[src/rtl/mmse_fde_qpsk_demap_defines.svh]
// Assertion helpers for the MMSE equalizer / QPSK demapper.
// Both sample on the rising edge of clock and stay quiet while reset is high.
`ifndef MMSE_FDE_QPSK_DEMAP_DEFINES_SVH
`define MMSE_FDE_QPSK_DEMAP_DEFINES_SVH

// Consequent must hold in the same cycle as the antecedent.
`define MFQD_ASSERT_NOW(lbl, ante, cons, msg) \
   lbl: assert property (@(posedge clock) disable iff (reset) (ante) |-> (cons)) \
      else $error(msg);

// Consequent must hold in the cycle after the antecedent.
`define MFQD_ASSERT_NEXT(lbl, ante, cons, msg) \
   lbl: assert property (@(posedge clock) disable iff (reset) (ante) |=> (cons)) \
      else $error(msg);

`endif

[src/rtl/mfqd_skid.sv]
module mfqd_skid #(
   parameter int DATA_W = 8
) (
   input  logic              clock,
   input  logic              reset,
   input  logic              in_valid,
   output logic              in_ready,
   input  logic [DATA_W-1:0] in_data,
   output logic              out_valid,
   input  logic              out_ready,
   output logic [DATA_W-1:0] out_data
);

   logic              out_v_ff;
   logic              skid_v_ff;
   logic [DATA_W-1:0] out_d_ff;
   logic [DATA_W-1:0] skid_d_ff;
   logic              in_fire;

   // ready comes straight from a flop: the upstream pipeline never sees out_ready
   assign in_ready = !skid_v_ff;
   assign in_fire  = in_valid && !skid_v_ff;

   always_ff @(posedge clock) begin
      if (reset) begin
         out_v_ff  <= 1'b0;
         skid_v_ff <= 1'b0;
      end else if (!out_v_ff || out_ready) begin
         if (skid_v_ff) begin
            out_v_ff  <= 1'b1;
            skid_v_ff <= 1'b0;
         end else begin
            out_v_ff  <= in_fire;
         end
      end else if (in_fire) begin
         // output held: park the incoming beat
         skid_v_ff <= 1'b1;
      end
   end

   always_ff @(posedge clock) begin
      if (!out_v_ff || out_ready) begin
         out_d_ff <= skid_v_ff ? skid_d_ff : in_data;
      end else if (in_fire) begin
         skid_d_ff <= in_data;
      end
   end

   assign out_valid = out_v_ff;
   assign out_data  = out_d_ff;

endmodule
[config.mk]
export PLATFORM = sky130hd
export DESIGN_NAME = mfqd_skid
export DESIGN_NICKNAME = d
export VERILOG_FILES = /design/src/rtl/mmse_fde_qpsk_demap_defines.svh /design/src/rtl/mfqd_skid.sv
export SDC_FILE = /design/constraint.sdc
export NUM_CORES = 1
export LEC_CHECK = 0
export ABC_AREA = 1
export ABC_CLOCK_PERIOD_IN_PS = 1700
export BUFFER_PORTS_ARGS = -buffer_cell sky130_fd_sc_hd__buf_2
export CAP_MARGIN = 20
export CORE_AREA = 5 5 50 52
export DETAILED_ROUTE_END_ITERATION = 8
export DIE_AREA = 0 0 55 57
export PLACE_DENSITY = 0.69
export SLEW_MARGIN = 10
export SYNTH_ARGS = -nofsm -noshare
export SYNTH_HDL_FRONTEND = slang
export SYNTH_SLANG_ARGS = --single-unit
export TNS_END_PERCENT = 30
[constraint.sdc]
create_clock -name clock -period 1.7 [get_ports clock]
set_input_delay 0.255 -clock clock [delete_from_list [all_inputs] [get_ports clock]]
set_output_delay 0.255 -clock clock [all_outputs]
set_load 0.05 [all_outputs]
==> results of run 1 <==
## kinds of logic (layout without fill, tap and decap cells)
family                 count (synthesis)  in the layout  synth area share [%]
AND/OR/NAND/NOR                       31             31                  18.0
flip-flops                            18             18                  77.9
buffers and inverters                  4             28                  3.37
AO/OA/AOI/OAI                          1              1                 0.748
## final cells by class
type                            instances  area (um^2)
Fill cell                             204         1230
Sequential cell                        18          520
Multi-Input combinational cell         32          128
Timing Repair Buffer                   22          113
Tap cell                               28         35.0
Clock buffer                            3         22.5
Inverter                                3         11.3
## final timing paths
kind / to / slack [ns]
worst max-delay path: in_ready / 0.19
worst min-delay path: skid_d_ff[5] / 0.16
worst max register to register: skid_d_ff[3] / 0.34
worst min register to register: skid_v_ff / 0.51
## per-stage QoR
step           std cells  hold slack [ns]
2_1_floorplan         54            0.354
3_3_place_gp         103            0.452
3_5_place_dp         103            0.452
4_1_cts              106            0.148
5_1_grt              106            0.142
6_report             106            0.158
## critical path, cell delays in order (launching register included)
cell	delay (ns)
dfxtp_1	0.56
inv_2	0.16
buf_2	0.25
## sequential cells by signal, summed over array words and instances, names as in the netlist
signal / cells
out_data: 8
skid_d_ff: 8
skid_v_ff: 1
out_valid: 1
## power by group through the flow
stage               Sequential [W]  Clock, W  Combinational [W]
global route              0.000517  0.000218           0.000138
floorplan                 0.000592         0          0.0000256
global placement          0.000525         0           0.000129
CTS                       0.000516  0.000204           0.000131
finish                    0.000515  0.000194           0.000129
detailed placement        0.000526         0           0.000131
## synthesized netlist by cell type
library cell	n
buf_6	1
dfxtp_1	2
edfxtp_1	16
inv_1	2
inv_2	1
nand2_1	27
nand3_1	1
nor2_1	2
nor2_2	1
o21ai_1	1
## per-layer routing
metal | track usage, % | up-vias | wire, um
met4 | 5.21 | 0 | 17
met3 | 3.66 | 2 | 127
met1 | 9.49 | 182 | 430
met5 | 0 | - | 0
met2 | 12.2 | 23 | 526
li1 | - | 227 | -
==> metrics, run 1 <==
total CTS buffers 3; Rows 17; cts hold-fix bufs 0; routability cong. between 0.7 and 0.8; first-pass GRT wire length 1730 um; Layout Cell Area excl Fill ~830 um^2; worst min-delay path startpoint in_data[5]; Area contributors post-synth edfxtp_1 (72%), nand2_1 (15%), dfxtp_1 (6.0%), buf_6 (1.7%), inv_1 (1.1%); Synth Instances 54; post-DR wirelength/cell a little over 10 um; fraction of layout cells with a size suffix above 1 35.9%; Die W 55 um; routed vias around 430; Power Density around 1000 mW/mm^2; later-pin clock latency in the skew report between 0.2 and 0.3 ns; fin util slightly above 40%; Min-Delay Path Depth 1; DR pass1 iterations 4; TritonCTS Sinks 18; min cycle time layout 1.51 ns; post-synth top area share 71.9%; Residual DRC 0; Syn. warnings 0; worst slew pin tran roughly 0.4 ns; Psw ~0.00022 W; Lkg Pwr ~0.37 nW; antenna-violating nets left 0; Max-slew headroom between 70% and 80%; status finished clean; syn_nets 66; HPWL after DPL ~860 um; Crit Path Class register to output port; sequential-to-total area share from yosys stat between 70% and 80%; f_max between 600 and 700 MHz; worst r2r src skid_v_ff; Port Buffers 21; # IOs 22; Reg power frac 61.4%; H-tree Lvls 1; Root Buffer clkbuf_4; Die Y approximately 57 um; final worst setup slack between 0.15 and 0.2 ns; post-place setup slack 0.315 ns; CP arrival 1.25 ns; CP startpoint skid_v_ff; largest net degree at the start of global routing 12; antenna violations before repair 0; post-synthesis register bit count 18; Layout Skew about 0.0026 ns; CP Capture Type output port; most common cell after layout, fill and taps aside nand2_1; RSZ-0062 raised after global routing no; Iter 0 DRT Violations 4; Final Power 0.000839 W; Die ar. ~0.0031 mm^2; Hold WC Path Type input port to register; placed cell area 807 um^2; post-CTS setup buffers 0; register clock-pin slew on the reported worst setup and hold paths 0.09 ns; combinational share of power 15.4%; Mapped Area ~670 um^2; R2R depth 3; Routed WL around 1100 um; Vias per Instance 4.09; Starting Density about a third; Pins Over Slew Limit 0; gr ovfl total 0; Synth cell types 10; Setup TNS 0 ns; CTS tree built; Worst EP required around 1.4 ns; post_cts resized 0; Setup Viol. Count Final 0; Startpoint Class register; Synth Area per Inst around 12 um^2; post-synth top area cell edfxtp_1; clock tree buffer depth 2; final hold vios 0; Clk pwr share a little under a quarter; Max-Cap Viols 0; net total in the final layout 92; vias in the first global route approximately 420; Max FO, Critical Path 11; n_diodes 0; GRT Total Usage 8.23%; most frequent cells in the layout nand2_1 (27), buf_2 (21), edfxtp_1 (16); Sw Ratio approximately a quarter; IR drop worst, VDD 0.000393 V; core area 0.00206 mm^2; internal power a little over 0.0006 W; final critical-path share of the clock period 88.5%; Layout area overhead 24.2%
(Power assumes the default switching activity.)
==> run 2: changes to the inputs <==
--- a/config.mk
+++ b/config.mk
@@ -9,10 +9,10 @@
 export ABC_CLOCK_PERIOD_IN_PS = 1700
 export BUFFER_PORTS_ARGS = -buffer_cell sky130_fd_sc_hd__buf_2
 export CAP_MARGIN = 20
-export CORE_AREA = 5 5 50 52
+export CORE_AREA = 5 5 45 47
 export DETAILED_ROUTE_END_ITERATION = 8
-export DIE_AREA = 0 0 55 57
-export PLACE_DENSITY = 0.69
+export DIE_AREA = 0 0 50 52
+export PLACE_DENSITY = 0.81
 export SLEW_MARGIN = 10
 export SYNTH_ARGS = -nofsm -noshare
 export SYNTH_HDL_FRONTEND = slang
==> metrics, run 2 (synthesis results as in run 1) <==
min cycle time layout 1.52 ns (+0.0111 ns); Iter 0 DRT Violations 4 (unchanged); post-place setup slack 0.348 ns (+0.0325 ns); routed vias 445 (+2.5%); clock tree buffer depth 2 (unchanged); Layout Cell Area excl Fill 830 um^2 (unchanged); CP arrival 1.26 ns (about the same); placed cell area 793 um^2 (-1.7%); DR pass1 iterations 4 (unchanged); net total in the final layout 92 (unchanged); Crit Path Class register to output port; RSZ-0062 raised after global routing no; Worst EP required 1.44 ns (about the same); Max-Cap Viols 0 (unchanged); routability cong. 0.687 (-9.1%); Layout Skew 0.00105 ns (-0.00156 ns); status finished clean; TritonCTS Sinks 18 (unchanged); Startpoint Class register; Residual DRC 0 (unchanged); Starting Density 41.4% (+9.0 points); Lkg Pwr 0.377 nW (+1.9%); Port Buffers 21 (unchanged); most frequent cells in the layout nand2_1 (27), buf_2 (21), edfxtp_1 (16); CP Capture Type output port; HPWL after DPL 856 um (-0.40%); total CTS buffers 3 (unchanged); final critical-path share of the clock period 89.2% (+0.65 points); Max FO, Critical Path 11 (unchanged); register clock-pin slew on the reported worst setup and hold paths 0.10 ns (about the same); post-DR wirelength/cell 11.5 um (+11%); Die Y 52 um (-8.8%); cts hold-fix bufs 0 (unchanged); Setup Viol. Count Final 0 (unchanged); f_max 660 MHz (-0.73%); Layout area overhead 24.2% (unchanged); # IOs 22 (unchanged); Hold WC Path Type input port to register; IR drop worst, VDD 0.000430 V (+9.4%); H-tree Lvls 1 (unchanged); later-pin clock latency in the skew report 0.28 ns (about the same); Setup TNS 0 ns (unchanged); post-CTS setup buffers 0 (unchanged); largest net degree at the start of global routing 12 (unchanged); post_cts resized 0 (unchanged); Root Buffer clkbuf_4; fin util 51.4% (+11 points); worst reg2reg setup slack 0.34 ns (about the same); antenna violations before repair 0 (unchanged); antenna-violating nets left 0 (unchanged); worst slew pin tran 0.395 ns (-0.000770 ns); Rows 15 (-2); most common cell after layout, fill and taps aside nand2_1; first-pass GRT wire length 1820 um (+5.2%); n_diodes 0 (unchanged); Filler cells 146 (-28%); Die ar. 0.00260 mm^2 (-17%); Vias per Instance 4.64 (+13%); Max-slew headroom 73.6% (about the same); final hold vios 0 (unchanged); Pins Over Slew Limit 0 (unchanged); GRT Total Usage 8.95% (+0.72 points); Power Density 1080 mW/mm^2 (+6.5%); core area 0.00161 mm^2 (-22%); fraction of layout cells with a size suffix above 1 36.7% (+0.81 points); final worst setup slack 0.184 ns (-0.0111 ns); Die W 50 um (-9.1%); vias in the first global route 445 (+6.2%); Routed WL 1100 um (+0.18%); CTS tree built; gr ovfl total 0 (unchanged)
-- run 2: changes by cell type in the layout (fill, tap and decap cells not counted) --
| cell | delta |
|---|---|
| clkbuf_8 | +1 |
-- run 2: where the power goes --
group	switching [W]	internal, W	total (W)	leakage (nW)
clock	0.000118	0.000130	0.000249	0.0210
sequential	0.00000726	0.000508	0.000515	0.172
combinational	0.0000984	0.0000308	0.000129	0.184
total	0.000224	0.000669	0.000893	0.377
-- run 2: worst max-delay path, cell delays in order (launching register included) --
cell and delay [ns]:
dfxtp_1 0.57, inv_2 0.16, buf_2 0.25
-- run 2: layer usage --
layer,GRT usage [%],vias to the layer above,wire [um]
li1,-,227,-
met1,10.7,196,471
met2,14.4,18,540
met3,1.43,4,74
met4,6.55,0,18
met5,0,-,0
-- run 2: cell type report --
type	count	area, um^2	area share [%]
clock buffer	4	36.3	4.37
inverter	3	11.3	1.36
multi-input combinational	32	128	15.4
sequential	18	520	62.7
tap	17	21.3	2.56
timing repair buffer	22	113	13.6
-- run 2: path summary, 6_finish.rpt --
check	from	end	cells past startpoint
min reg2reg	out_valid	skid_v_ff	2
max reg2reg	skid_v_ff	skid_d_ff[4]	3
max	skid_v_ff	in_ready	2
min	in_data[5]	skid_d_ff[5]	1
-- run 2: stage by stage --
step | total power [W] | hold WS (ns) | std cells
after floorplan | 0.000617 | 0.354 | 54
after global placement | 0.000653 | 0.454 | 92
after detailed placement | 0.000655 | 0.453 | 92
after CTS | 0.000903 | 0.156 | 96
after global routing | 0.000927 | 0.152 | 96
final | 0.000893 | 0.168 | 96
==> run 3: changes to the inputs <==
--- a/config.mk
+++ b/config.mk
@@ -5,14 +5,13 @@
 export SDC_FILE = /design/constraint.sdc
 export NUM_CORES = 1
 export LEC_CHECK = 0
-export ABC_AREA = 1
 export ABC_CLOCK_PERIOD_IN_PS = 1700
 export BUFFER_PORTS_ARGS = -buffer_cell sky130_fd_sc_hd__buf_2
 export CAP_MARGIN = 20
-export CORE_AREA = 5 5 45 47
+export CORE_AREA = 5 5 46 48
 export DETAILED_ROUTE_END_ITERATION = 8
-export DIE_AREA = 0 0 50 52
-export PLACE_DENSITY = 0.81
+export DIE_AREA = 0 0 51 53
+export PLACE_DENSITY = 0.8
 export SLEW_MARGIN = 10
 export SYNTH_ARGS = -nofsm -noshare
 export SYNTH_HDL_FRONTEND = slang
==> metrics, run 3 <==
status finished clean; Lkg Pwr 0.347 nW (-7.9%); Startpoint Class register; post-place setup slack 0.378 ns (+0.0304 ns); min cycle time layout 1.53 ns (+0.0135 ns); # IOs 22 (unchanged); Filler cells 138 (-5.5%); Synth Instances 33 (-39%); final worst setup slack 0.170 ns (-0.0135 ns); Worst EP required 1.44 ns (about the same); most common cell after layout, fill and taps aside buf_2; Iter 0 DRT Violations 7 (+3); Compound-Gate Fraction of Synth Area 0.729% (-0.020 points); Synth cell types 11 (+1); Max-slew headroom 62.9% (-11 points); Max-Cap Viols 0 (unchanged); Setup Viol. Count Final 0 (unchanged); Layout Skew 0.000952 ns (-0.000102 ns); Synth Area per Inst 20.8 um^2 (+68%); post-CTS setup buffers 0 (unchanged); antenna violations before repair 0 (unchanged); syn_nets 45 (-32%); Port Buffers 21 (unchanged); post-synthesis xor/xnor area fraction 0% (unchanged); post-synth top area share 69.9% (-2.0 points); Setup TNS 0 ns (unchanged); routed vias 363 (-18%); RSZ-0062 raised after global routing no; DR pass1 iterations 4 (unchanged); fraction of layout cells with a size suffix above 1 62.1% (+25 points); Layout area overhead 23.9%; multiplexer area fraction after synthesis 16.9% (+17 points); sequential-to-total area share from yosys stat 75.8% (-2.1 points); Slowest cell on crit path dfxtp_1; core area 0.00167 mm^2 (+3.5%); GRT Total Usage 9.24% (+0.29 points); Root Buffer clkbuf_4; net total in the final layout 71 (-23%); Pins Over Slew Limit 0 (unchanged); Crit path buffers/inverters 2 (unchanged); Crit Path Class register to output port; first-pass GRT wire length 1660 um (-9.1%); Routed WL 1040 um (-5.5%); CTS tree built; max incr delay on CP 0.68 ns (+0.11 ns); Post-Synth Simple-Gate Area 4.37% (-14 points); post-DR wirelength/cell 13.9 um (+21%); most frequent cells in the layout buf_2 (21), edfxtp_1 (16), mux2_4 (7); post-synth top area cell edfxtp_1; final hold vios 0 (unchanged); antenna-violating nets left 0 (unchanged); Vias per Instance 4.84 (+4.4%); cts hold-fix bufs 0 (unchanged); Syn. warnings 0 (unchanged); Max FO, Critical Path 11 (unchanged); Crit path max-delay family flip-flops; CP Capture Type output port; Mapped Area 687 um^2 (+2.8%); final critical-path share of the clock period 90.0% (+0.80 points); Post-synth ARST share 0% (unchanged); Residual DRC 0 (unchanged); gr ovfl total 0 (unchanged); vias in the first global route 357 (-20%); synth cell count leaders edfxtp_1 (16), mux2_4 (7), dfxtp_1 (2); register clock-pin slew on the reported worst setup and hold paths 0.09 ns (about the same); Hold WC Path Type input port to register; post-synthesis register bit count 18 (unchanged); largest family of logic cells by synthesized area multiplexers; TritonCTS Sinks 18 (unchanged); clock tree buffer depth 2 (unchanged); largest net degree at the start of global routing 12 (unchanged); Rows 15 (unchanged); crit-path cells inv_1, buf_2; worst slew pin tran 0.555 ns (+0.160 ns); IR drop worst, VDD 0.000384 V (-11%); total CTS buffers 3 (unchanged); Synth Flop Type edfxtp_1; Die Y 53 um (+1.9%); later-pin clock latency in the skew report 0.29 ns (about the same); Power Density 1050 mW/mm^2 (-2.6%); routability cong. 0.678 (-1.4%); Die W 51 um (+2.0%); most frequent cell after synthesis edfxtp_1; H-tree Lvls 1 (unchanged); number of synthesized flops with an enable pin 16 (unchanged); Starting Density 41.1% (-0.27 points); Hold Slack 0.124 ns (-0.0440 ns); Die ar. 0.00270 mm^2 (+4.0%); Adder-Cell Fraction of Synth Area 0% (unchanged); worst reg2reg setup slack 0.37 ns (+0.03 ns); n_diodes 0 (unchanged); Final Power 0.000892 W (about the same); f_max 654 MHz (-0.88%); post_cts resized 0 (unchanged); Area contributors post-synth edfxtp_1 (70%), mux2_4 (15%), dfxtp_1 (5.8%), nand2b_4 (2.0%), buf_6 (1.6%); CP arrival 1.27 ns (about the same)
==> run 3: logic make-up (layout without fill, tap and decap cells) <==
kind of cell / count (synthesis) / after routing
flops: 18 / 18
compound gates: 1 / 1
buf+inv: 2 / 27
simple gates: 4 / 4
mux: 8 / 8
==> run 3: through the flow <==
step / std cells / instance area, um^2 / utilization, %
2_1_floorplan: 33 / 692 / -
3_3_place_gp: 71 / 815 / 48.8
3_5_place_dp: 71 / 815 / 48.8
4_1_cts: 75 / 851 / 50.9
5_1_grt: 75 / 851 / 50.9
6_report: 75 / 851 / 50.9
==> run 3: path summary, 6_finish.rpt <==
kind / from / cells past startpoint / end
worst min register to register: skid_d_ff[7] / 1 / out_data[7]
worst max-delay path: skid_v_ff / 2 / in_ready
worst max register to register: skid_v_ff / 1 / out_data[5]
worst min-delay path: reset / 2 / out_valid
==> run 3: metal layers <==
metal  track usage, %  wire length, um  share of wire (%)  vias to the layer above
met5                0                0                  0                        -
met4             6.73               28                2.7                        0
met3             3.94              117                 11                        3
met2             13.9              527                 51                       18
met1             10.4              369                 35                      167
li1                 -                -                  -                      175
==> run 3: area by class of cell <==
type	instances	area (um^2)	area share, %
clock buffer	4	36.3	4.26
inverter	1	3.75	0.441
multi-input combinational	13	156	18.4
sequential	18	520	61.2
tap	17	21.3	2.50
timing repair buffer	22	113	13.2
==> run 3: power breakdown <==
part / switching, W / internal [W]
clock: 0.000125 / 0.000131
sequential: 0.00000766 / 0.000505
combinational: 0.0000837 / 0.0000399
